**config.mk**
```make
export PLATFORM = sky130hd
export DESIGN_NAME = playfair_digraph_cipher_core
export DESIGN_NICKNAME = d
export VERILOG_FILES = /design/src/hw/rtl/pfc_pkg.sv /design/src/hw/rtl/pfc_pair_former.sv /design/src/hw/rtl/pfc_transform.sv /design/src/hw/rtl/playfair_digraph_cipher_core.sv
export SDC_FILE = /design/constraint.sdc
export NUM_CORES = 1
export LEC_CHECK = 0
export CAP_MARGIN = 20
export CORE_MARGIN = 2
export CORE_UTILIZATION = 30
export CTS_BUF_LIST = sky130_fd_sc_hd__clkbuf_2
export DETAILED_ROUTE_END_ITERATION = 6
export DONT_BUFFER_PORTS = 1
export SETUP_SLACK_MARGIN = 0.2
export SLEW_MARGIN = 20
export SYNTH_ARGS = -nofsm -noshare
export SYNTH_HDL_FRONTEND = slang
export SYNTH_HIERARCHICAL = 1
export SYNTH_SLANG_ARGS = --single-unit
```
**constraint.sdc**
```tcl
create_clock -name i_clk -period 7.2 [get_ports i_clk]
set_clock_uncertainty 0.1 [all_clocks]
set_input_delay 1.08 -clock i_clk [delete_from_list [all_inputs] [get_ports i_clk]]
set_output_delay 1.08 -clock i_clk [all_outputs]
set_load 0.1 [all_outputs]
```
**src/hw/rtl/pfc_pkg.sv**
```systemverilog
// Shared types, letter codes and key-square helpers for the Playfair digraph cipher core.
// No dependencies; every other file of the core imports this package.
`timescale 1ns / 1ps

package pfc_pkg;

    localparam int SqDim   = 5;
    localparam int LetterW = 5;
    localparam int PosW    = 3;
    localparam int CfgIdxW = 3;
    localparam int RowW    = SqDim * LetterW;

    localparam logic [LetterW-1:0] LETTER_I = 5'd8;
    localparam logic [LetterW-1:0] LETTER_J = 5'd9;
    localparam logic [LetterW-1:0] LETTER_X = 5'd23;

    // Configuration register indexes.
    typedef enum logic [CfgIdxW-1:0] {
        CFG_DIRECTION = 3'd0,
        CFG_ROW0      = 3'd1,
        CFG_ROW1      = 3'd2,
        CFG_ROW2      = 3'd3,
        CFG_ROW3      = 3'd4,
        CFG_ROW4      = 3'd5
    } t_cfg_idx;

    // Key square: [row][col][bit], column 0 in the lowest bits of each row.
    typedef logic [SqDim-1:0][SqDim-1:0][LetterW-1:0] t_square;

    typedef struct packed {
        logic [PosW-1:0] row;
        logic [PosW-1:0] col;
    } t_pos;

    // One digraph waiting for transformation.
    typedef struct packed {
        logic [LetterW-1:0] first;
        logic [LetterW-1:0] second;
        logic               twice;   // emit the digraph two times (doubled final letter)
    } t_job;

    // First occurrence of a code in row-major order; row 0 column 0 when absent.
    function automatic t_pos locate(input t_square sq, input logic [LetterW-1:0] code);
        t_pos pos;
        pos = '0;
        for (int r = SqDim - 1; r >= 0; r--) begin
            for (int c = SqDim - 1; c >= 0; c--) begin
                if (sq[r][c] == code) begin
                    pos.row = PosW'(r);
                    pos.col = PosW'(c);
                end
            end
        end
        return pos;
    endfunction

    // Moves a row or column position one place forward, or back when dec is set.
    function automatic logic [PosW-1:0] step_pos(input logic [PosW-1:0] v, input logic dec);
        logic [PosW-1:0] res;
        if (dec) begin
            res = (v == '0) ? PosW'(SqDim - 1) : v - 1'b1;
        end else begin
            res = (v == PosW'(SqDim - 1)) ? '0 : v + 1'b1;
        end
        return res;
    endfunction

endpackage

```
**src/hw/rtl/pfc_pair_former.sv**
```systemverilog
// Digraph former: normalizes J to I, holds the odd letter and registers one digraph job.
// Depends on pfc_pkg.
`timescale 1ns / 1ps

module pfc_pair_former import pfc_pkg::*; (
    input  logic               i_clk,
    input  logic               i_rst_n,
    input  logic               i_valid,
    output logic               o_ready,
    input  logic [LetterW-1:0] i_letter,
    input  logic               i_final,
    output logic               o_job_valid,
    output t_job               o_job,
    input  logic               i_take
);

    logic               r_held_valid, n_held_valid;
    logic [LetterW-1:0] r_held_letter, n_held_letter;
    logic               r_job_valid;
    t_job               r_job, n_job;
    logic               n_has_job;
    logic [LetterW-1:0] letter;
    logic               accept;

    assign o_ready     = !r_job_valid || i_take;
    assign accept      = i_valid && o_ready;
    assign o_job_valid = r_job_valid;
    assign o_job       = r_job;
    assign letter      = (i_letter == LETTER_J) ? LETTER_I : i_letter;

    always_comb begin
        n_held_valid  = r_held_valid;
        n_held_letter = r_held_letter;
        n_has_job     = 1'b0;
        n_job         = r_job;
        if (!r_held_valid) begin
            if (i_final) begin
                n_has_job = 1'b1;
                n_job     = '{first: letter, second: LETTER_X, twice: 1'b0};
            end else begin
                n_held_valid  = 1'b1;
                n_held_letter = letter;
            end
        end else if (r_held_letter != letter) begin
            n_has_job     = 1'b1;
            n_job         = '{first: r_held_letter, second: letter, twice: 1'b0};
            n_held_valid  = 1'b0;
            n_held_letter = '0;
        end else begin
            // Doubled letter: pair with X; a final one is paired with X again.
            n_has_job = 1'b1;
            n_job     = '{first: r_held_letter, second: LETTER_X, twice: i_final};
            if (i_final) begin
                n_held_valid  = 1'b0;
                n_held_letter = '0;
            end
        end
    end

    always_ff @(posedge i_clk) begin
        if (!i_rst_n) begin
            r_held_valid  <= 1'b0;
            r_held_letter <= '0;
            r_job_valid   <= 1'b0;
        end else if (accept) begin
            r_held_valid  <= n_held_valid;
            r_held_letter <= n_held_letter;
            r_job_valid   <= n_has_job;
        end else if (i_take) begin
            r_job_valid <= 1'b0;
        end
    end

    always_ff @(posedge i_clk) begin
        if (accept && n_has_job) begin
            r_job <= n_job;
        end
    end

endmodule

```
**src/hw/rtl/pfc_transform.sv**
```systemverilog
// Key-square lookup and Playfair row, column or rectangle rule for one digraph.
// Depends on pfc_pkg.
`timescale 1ns / 1ps

module pfc_transform import pfc_pkg::*; (
    input  t_square            i_square,
    input  logic               i_decrypt,
    input  logic [LetterW-1:0] i_first,
    input  logic [LetterW-1:0] i_second,
    output logic [LetterW-1:0] o_first,
    output logic [LetterW-1:0] o_second
);

    t_pos pa, pb;

    assign pa = locate(i_square, i_first);
    assign pb = locate(i_square, i_second);

    always_comb begin
        if (pa.row == pb.row) begin
            // Same row, which also covers two equal letters.
            o_first  = i_square[pa.row][step_pos(pa.col, i_decrypt)];
            o_second = i_square[pb.row][step_pos(pb.col, i_decrypt)];
        end else if (pa.col == pb.col) begin
            o_first  = i_square[step_pos(pa.row, i_decrypt)][pa.col];
            o_second = i_square[step_pos(pb.row, i_decrypt)][pb.col];
        end else begin
            o_first  = i_square[pa.row][pb.col];
            o_second = i_square[pb.row][pa.col];
        end
    end

endmodule

```
**src/hw/rtl/playfair_digraph_cipher_core.sv**
```systemverilog
// Top level of the Playfair digraph cipher core: configuration registers, digraph former,
// transform and the output beat buffer. Depends on pfc_pkg, pfc_pair_former, pfc_transform.
`timescale 1ns / 1ps

// The core takes one message letter per input beat (A=0 through Z=25, tlast on the last
// letter of a message) and emits the enciphered or deciphered letters one per output beat,
// tlast marking the last letter caused by an input beat. J is folded into I, a doubled
// letter is paired with X and an odd final letter is padded with X. A letter that only
// opens a digraph yields no output; a closing letter yields two beats, and a doubled final
// letter yields four. An input beat is taken every cycle while the digraph register is
// free, so the sustained rate is set by the output port, which sends one letter per output
// beat, while the next digraph waits in the digraph register. An input beat's digraph is
// registered there and then in the output buffer. The key square and the direction are
// written through the configuration port (index 0 direction, 1 through 5 square rows,
// other indexes ignored) and must only be changed while no message is in flight.

module playfair_digraph_cipher_core import pfc_pkg::*; (
    input  logic                 i_clk,
    input  logic                 i_rst_n,
    // Configuration write channel.
    input  logic                 i_cfg_valid,
    output logic                 o_cfg_ready,
    input  logic [CfgIdxW-1:0]   i_cfg_index,
    input  logic [RowW-1:0]      i_cfg_data,
    // Letter input stream.
    input  logic                 s_axis_tvalid,
    output logic                 s_axis_tready,
    input  logic [7:0]           s_axis_tdata,   // [4:0] in_letter, [7:5] zero
    input  logic                 s_axis_tlast,   // in_final
    // Letter output stream.
    output logic                 m_axis_tvalid,
    input  logic                 m_axis_tready,
    output logic [7:0]           m_axis_tdata,   // [4:0] out_letter, [7:5] zero
    output logic                 m_axis_tlast    // run_end
);

    // Configuration registers.
    logic    r_decrypt;
    t_square r_square;

    // Digraph job between the former and the output buffer.
    logic               job_valid;
    t_job               job;
    logic               job_take;
    logic [LetterW-1:0] tr_first, tr_second;

    // Output buffer: the transformed digraph and the beats still to send (0, 1..4).
    logic [2:0]         r_left;
    logic [LetterW-1:0] r_out_first, r_out_second;
    logic               out_beat;

    assign o_cfg_ready = 1'b1;

    always_ff @(posedge i_clk) begin
        if (!i_rst_n) begin
            r_decrypt <= 1'b0;
            r_square  <= '0;
        end else if (i_cfg_valid) begin
            unique case (i_cfg_index)
                CFG_DIRECTION: r_decrypt   <= i_cfg_data[0];
                CFG_ROW0:      r_square[0] <= i_cfg_data;
                CFG_ROW1:      r_square[1] <= i_cfg_data;
                CFG_ROW2:      r_square[2] <= i_cfg_data;
                CFG_ROW3:      r_square[3] <= i_cfg_data;
                CFG_ROW4:      r_square[4] <= i_cfg_data;
                default: ;
            endcase
        end
    end

    pfc_pair_former u_former (
        .i_clk       (i_clk),
        .i_rst_n     (i_rst_n),
        .i_valid     (s_axis_tvalid),
        .o_ready     (s_axis_tready),
        .i_letter    (s_axis_tdata[LetterW-1:0]),
        .i_final     (s_axis_tlast),
        .o_job_valid (job_valid),
        .o_job       (job),
        .i_take      (job_take)
    );

    pfc_transform u_transform (
        .i_square  (r_square),
        .i_decrypt (r_decrypt),
        .i_first   (job.first),
        .i_second  (job.second),
        .o_first   (tr_first),
        .o_second  (tr_second)
    );

    // The buffer reloads once it is empty or its last beat leaves this cycle.
    assign out_beat = m_axis_tvalid && m_axis_tready;
    assign job_take = job_valid && ((r_left == 3'd0) || ((r_left == 3'd1) && m_axis_tready));

    always_ff @(posedge i_clk) begin
        if (!i_rst_n) begin
            r_left <= 3'd0;
        end else if (job_take) begin
            r_left <= job.twice ? 3'd4 : 3'd2;
        end else if (out_beat) begin
            r_left <= r_left - 3'd1;
        end
    end

    always_ff @(posedge i_clk) begin
        if (job_take) begin
            r_out_first  <= tr_first;
            r_out_second <= tr_second;
        end
    end

    // An odd count of beats left means the second letter of the digraph is due.
    assign m_axis_tvalid = (r_left != 3'd0);
    assign m_axis_tdata  = {3'b000, r_left[0] ? r_out_second : r_out_first};
    assign m_axis_tlast  = (r_left == 3'd1);

    // A fresh digraph always leaves two or four beats to send.
    a_load_count: assert property (@(posedge i_clk) disable iff (!i_rst_n)
        job_take |=> (r_left == 3'd2) || (r_left == 3'd4))
        else $error("output buffer loaded with a wrong beat count");

    // After the closing beat the buffer is either empty or holds a new digraph.
    a_after_last: assert property (@(posedge i_clk) disable iff (!i_rst_n)
        (out_beat && m_axis_tlast) |=> (r_left == 3'd0) || (r_left == 3'd2) || (r_left == 3'd4))
        else $error("beats left over after a closing beat");

    // J never reaches the key-square lookup.
    a_no_j: assert property (@(posedge i_clk) disable iff (!i_rst_n)
        job_valid |-> (job.first != LETTER_J) && (job.second != LETTER_J))
        else $error("letter J in a digraph job");

    // A waiting job is never dropped: it stays until the buffer takes it.
    a_job_held: assert property (@(posedge i_clk) disable iff (!i_rst_n)
        (job_valid && !job_take) |=> job_valid && $stable(job))
        else $error("digraph job lost before transformation");

endmodule
```
# Word-level counts from Yosys, hierarchy flattened
# Cells that the tools add are included.
# op_classes
add_sub_neg	9
order_cmp	8
eq_ne	66
mux	111
reduce_logical	26
# op_table
op	count
$mux W6	51
$bmux W25 S3	4
$eq A5 B5 Y1	50
$mux W25	4
$bmux W5 S3	6
$mux W5	16
$mux W3	21
$lt A3 B4 Y1 const B	8
$mux W11	2
$eq A3 B3 Y1 const B	6
$logic_not A3 Y1	6
$sub A3 B1 Y3 const B	5
$reduce_and A2 Y1	7
$add A3 B1 Y3 const B	4
$mux W1	7
$eq A3 B1 Y1 const B	2
$eq A3 B2 Y1 const B	2
$eq A3 B3 Y1	2
$reduce_bool A2 Y1	3
$eq A5 B4 Y1 const B	1
$logic_and A1 B1 Y1	5
$ne A5 B5 Y1	1
$ne A3 B3 Y1 const B	1
$reduce_and A3 Y1	1
other kinds (4)	5
# word_totals
register_bits	157
input_bits	42
output_inout_bits	12

# Depth between registers and ports, before layout
# depth
depth_word	37
ltp_mapped	24
depth_no_buf	19

# By module
# The synthesis kept the hierarchy.
# modules_own_cells
module	n_inst	cells_per_inst	area_each_um2	seq_area_each_um2
pfc_transform	1	1435	10126.0	0.0
playfair_digraph_cipher_core	1	614	5705.5	2882.8
pfc_pair_former	1	88	905.9	470.5

# Worst setup path before layout
# No wires, ideal clock.
# synth_path
kind	register to register
startpoint	reg u_former.r_job (netlist bit u_former/o_job[3])
endpoint	reg r_out_second[1], data pin
setup_time_ps	176
t_arrival_ps	4720
t_required_ps	6924
slack_ps	2204
stages_incl_launch_ff	22
path_buffers	5
synth_period_minus_slack_ps	4996
path_cell_list	edfxtp_1 buf_4 buf_6 buf_4 xor2_1 nor3_1 and3_1 o311ai_1 a41oi_1 a311oi_2 inv_2 clkbuf_1 buf_2 ha_1 ha_1 or4_1 mux2_2 nand2_1 nor2_1 a221oi_1 a31oi_1 o32ai_1
# synth_via
elab_chain_len	37
word_cells_on_any_way	81
classes_between	add/sub (4); eq/ne (29); mux (46); reduce/logical (2)
# synth_lines
item	line_no	source
from (decl)	pfc_pair_former.sv:20	t_job r_job, n_job;
from (signal assigned)	pfc_pair_former.sv:76	r_job <= n_job;
$eq A5 B5 Y1	pfc_pkg.sv:48	if (sq[r][c] == code) begin
$mux W6 (24 in a row)	pfc_pkg.sv:48	
$mux W6 *	pfc_pkg.sv:48	
$add A3 B1 Y3, or another cell as far along	pfc_pkg.sv:63	res = (v == PosW'(SqDim - 1)) ? '0 : v + 1'b1;
$mux W3, on equally long branches	pfc_pkg.sv:63, pfc_pkg.sv:61	
$mux W3	pfc_pkg.sv:60	if (dec) begin
$mux W3	pfc_transform.sv:24	end else if (pa.col == pb.col) begin
$mux W3	pfc_transform.sv:20	if (pa.row == pb.row) begin
$bmux W25 S3	pfc_transform.sv:26	o_second = i_square[step_pos(pb.row, i_decrypt)][pb.col];
$mux W25 (not written as such)	pfc_transform.sv:26	
$bmux W5 S3	pfc_transform.sv:26	
$mux W5 (not written as such)	pfc_transform.sv:26	
$mux W5	pfc_transform.sv:24	
$mux W5 *	pfc_transform.sv:20	
via tr_second[1]	playfair_digraph_cipher_core.sv:45	logic [LetterW-1:0] tr_first, tr_second;
to (signal assigned)	playfair_digraph_cipher_core.sv:109	r_out_second <= tr_second;
to (decl)	playfair_digraph_cipher_core.sv:49	logic [LetterW-1:0] r_out_first, r_out_second;
# Mark *: on every way through the listed nets, which the timed path passes. The rest lies on a longest branch. The select of a mux whose other input is x is not followed.
# A chain may end at the register's enable or synchronous reset.

# Worst setup path in the final report
# layout_path
startpoint	reg u_former.r_job (netlist bit u_former/o_job[5])
endpoint	reg r_out_second[1], data pin
# The elaborated chain is that of the path after synthesis.

==> impl_metrics.csv <==
group,metric,value,unit
run_status,status,"completed",
worst_hold_path,holdCritPathClass,"input pin to flip-flop",
worst_hold_path,whs_path_depth,2,
run,drv_cap,0,
global_routing,grt_max_degree,139,
sta,period_share,88.8,%
power,total_power,2.99,mW
critical_path,critPathMaxFanout,21,
finish,fin_cells,2790,
routing,routed_via_density,6.03,
finish,final_nets,2086,
cts,htree_levels,4,
routing,drt-initial-drc-count,2128,
power,internal_power,1.55,mW
routing,drtAntennaViolNets,0,
cts,clk_path_buf_depth,2,
logic_synthesis,syn_area,16700,µm²
die,die_w,240,µm
global_routing,top_usage_layer,"met2",
critical_path,regToRegSetupSlack,0.80,ns
power,clkPwrFrac,17.6,%
power,p_per_area,171,nW/µm²
global_routing,grt_pass1_wl,114000,µm
place,numPortBuffers,0,
logic_synthesis,synthFlopType,"dfxtp_1",
global_routing,globalRouteMet2Util,42.6,%
place,dp_cells,2750,
die,core_area,55100,µm²
die,row_count,86,
logic_synthesis,yosysSeqAreaShare,20.0,%
sta,slew_headroom,28.2,%
sta,setup_slack,0.804,ns
critical_path,path_class,"flip-flop to flip-flop",
logic_synthesis,synth_edf_count,21,
sta,timing.setup.tns,0,ns
logic_synthesis,synthesis.instances,2137,
place,place.gp.congestion,0.994,
routing,first_pass_iters,6,
routing,routed_wl,79600,µm
cts,root_buffer,"clkbuf_2",
sta,finalHoldViolCount,0,
logic_synthesis,ys_warn_count,6,
sta,max_clock_freq,0.156,GHz
cts,cts_made_buffers,17,
power,seqPwrFrac,34.2,%
routing,wl_per_cell,28.5,µm
routing,via_count,16800,
finish,layout-drive-gt1-share,11.4,%
die,die_area,57700,µm²
finish,multi_input_area,12100,µm²
logic_synthesis,async_flop_share,0,%
critical_path,r2r_start,"u_former/o_job[5]",
critical_path,critPathRequiredTime,7.78,ns
routing,post-route-drc-count,0,
global_routing,grt_use_total,27.4,%
global_routing,grt_overflow_total,0,
finish,nFillCells,5928,
critical_path,critPathArrivalTime,6.97,ns
critical_path,crit_path_start,"u_former/o_job[5]",
worst_hold_path,min_to,"r_square[64]",
place,dp_hpwl,59600,µm
global_routing,met3_usage,6.34,%
finish,area_delta_synth_final,4.40,%
power,ir_worst_vdd,187,µV
die,die_h,240,µm
critical_path,critPathLaunchType,"flip-flop",
critical_path,r2r-end,"r_out_second[1]",
sta,min_period,6.40,ns
logic_synthesis,synth.avg_cell_area,7.83,µm²
place,dp_slack,0.969,ns
power,p_comb_share,48.2,%
logic_synthesis,ys_ff_latch,157,
global_routing,antenna_found_initial,3,
worst_hold_path,min_from,"i_cfg_data[14]",
cts,path_clk_slew,0.31,ns
cts,cts_sinks,157,
power,p_leak,6.41,nW
die,start_util,30.4,%
cts,clock_latency,0.92,ns
sta,slew_violations,0,
power,sw_frac_of_total,48.2,%
critical_path,end_kind,"flip-flop",
global_routing,use_met1,34.7,%
critical_path,worstRegToRegCells,18,
finish,regArea,3350,µm²
global_routing,grt_pass1_vias,15900,
die,io_pins,54,
cts,post_cts_buffers,0,
logic_synthesis,ys_types,101,
power,power.switching,1.44,mW
sta,setup_viol,0,
sta,rsz0062_at_grt,"false",
sta,hold_ws,0.140,ns
sta,worstMarginPinSlew,1.07,ns
cts,tritoncts,"built",
cell families (layout without fill, tap and decap cells):
kind of cell	count (synthesis)	count (layout)	share of synthesized area [%]
compound gates	475	475	22.2
xor+xnor	260	260	13.6
fa+ha+maj	16	16	1.20
buf+inv	252	154	8.03
flops	157	157	20.0
mux	216	216	13.4
other cells	2	5	0.0449
simple gates	759	759	21.6
metrics by stage:
step,utilization (%),instance area (µm²)
finish,31.7,17500
global route,31.7,17500
CTS,31.7,17500
detailed placement,31.1,17100
global placement,31.1,17100
floorplan,-,16700
layout make-up:
| type | count | share of cell area (%) |
|---|---|---|
| Timing Repair Buffer | 90 | 4.18 |
| Multi-Input combinational cell | 1730 | 69.1 |
| Inverter | 32 | 0.687 |
| Clock inverter | 15 | 0.981 |
| Tap cell | 748 | 5.36 |
| Antenna cell | 1 | 0.0143 |
| Clock buffer | 17 | 0.487 |
| Sequential cell | 157 | 19.2 |
timing repair:
action,in CTS,in global routing
hold buffers,7,0
gates resized for setup,0,0
endpoints found under the hold margin,8,0
worst max path at each step:
stage                       to  depth (start not counted)
2_1_floorplan  r_out_second[1]                         21
3_3_place_gp   r_out_second[1]                         19
3_5_place_dp   r_out_second[1]                         19
4_1_cts        r_out_second[1]                         19
5_1_grt        r_out_second[1]                         20
6_report       r_out_second[1]                         18
Yosys cell counts, types with 10 or more instances:
master / number / share of area, %
a221oi_1: 16 / 0.84
a221o_1: 18 / 1.1
a21boi_0: 28 / 1.3
xnor2_1: 124 / 6.5
mux2i_1: 184 / 11
a21oi_1: 28 / 0.84
o21ai_0: 68 / 2.0
nand2_1: 389 / 8.7
dfxtp_1: 136 / 16
nor3_1: 63 / 1.9
mux2_2: 26 / 1.7
xor2_1: 136 / 7.1
ha_1: 16 / 1.2
nand4_1: 12 / 0.45
edfxtp_1: 21 / 3.8
inv_1: 24 / 0.54
a21boi_2: 50 / 3.4
a22oi_1: 13 / 0.58
nand2b_1: 11 / 0.41
o22ai_1: 30 / 1.1
buf_6: 27 / 1.8
clkbuf_1: 104 / 2.3
nor2_1: 75 / 1.7
buf_4: 34 / 1.5
a21boi_1: 50 / 2.2
o21ai_1: 11 / 0.33
and4_1: 10 / 0.52
buf_2: 43 / 1.3
nand3_1: 95 / 2.8
a32oi_1: 20 / 1.0
and3_1: 24 / 0.90
o211ai_1: 29 / 1.3
flip-flops by register name, summed over array words and instances (netlist names):
register                flops
r_out_second                5
u_former/r_held_valid       1
r_square                  125
r_left                      3
u_former/r_held_letter      5
u_former/o_job             11
r_out_first                 5
u_former/o_job_valid        1
r_decrypt                   1
power by group through the flow:
| stage | logic (mW) | registers (mW) | clock network, mW |
|---|---|---|---|
| floorplan | 1.07 | 0.980 | 0 |
| global placement | 1.38 | 1.04 | 0 |
| detailed placement | 1.40 | 1.04 | 0 |
| CTS | 1.40 | 1.02 | 0.550 |
| global route | 1.50 | 1.03 | 0.578 |
| finish | 1.44 | 1.02 | 0.526 |
metal layers:
layer,share of wire (%),up-vias
li1,-,7363
met1,40,8239
met2,44,1004
met3,9.4,219
met4,6.0,8
met5,0.19,-
cells in the final DEF (no fill, tap or decap), types with 9 or more instances in the layout:
| cell type | count |
|---|---|
| clkbuf_2 | 17 |
| dfxtp_1 | 136 |
| a221oi_1 | 16 |
| o21ai_1 | 10 |
| a22oi_1 | 13 |
| o22ai_1 | 30 |
| xnor2_1 | 124 |
| o21ai_0 | 68 |
| ha_1 | 16 |
| nand3_1 | 95 |
| edfxtp_1 | 21 |
| a2bb2oi_1 | 9 |
| a32oi_1 | 20 |
| nand4_1 | 12 |
| a21boi_0 | 28 |
| mux2_2 | 26 |
| a21boi_2 | 50 |
| a21oi_1 | 28 |
| a21boi_1 | 50 |
| mux2i_1 | 184 |
| nand2_1 | 389 |
| inv_1 | 23 |
| o211ai_1 | 29 |
| nor3_1 | 63 |
| nand2b_1 | 11 |
| a22o_1 | 9 |
| nand3b_1 | 9 |
| and4_1 | 10 |
| and3_1 | 24 |
| a221o_1 | 18 |
| nor2_1 | 75 |
| xor2_1 | 136 |
| buf_4 | 80 |
worst max-delay path: stages, from the launching register on:
cell	delay (ns)
edfxtp_1	0.94
buf_4	0.41
xnor2_1	0.16
nand3_1	0.10
nor3_1	0.82
or4_1	0.48
nor2_4	0.07
inv_2	0.08
ha_1	0.29
nand2_1	0.13
nor4_4	0.28
a211o_1	0.55
buf_4	0.40
mux2i_1	0.28
o22ai_1	0.10
o211a_1	0.24
nor4_1	0.32
buf_4	0.20
o32ai_1	0.15
No activity file was read; power rests on OpenSTA's default activity.
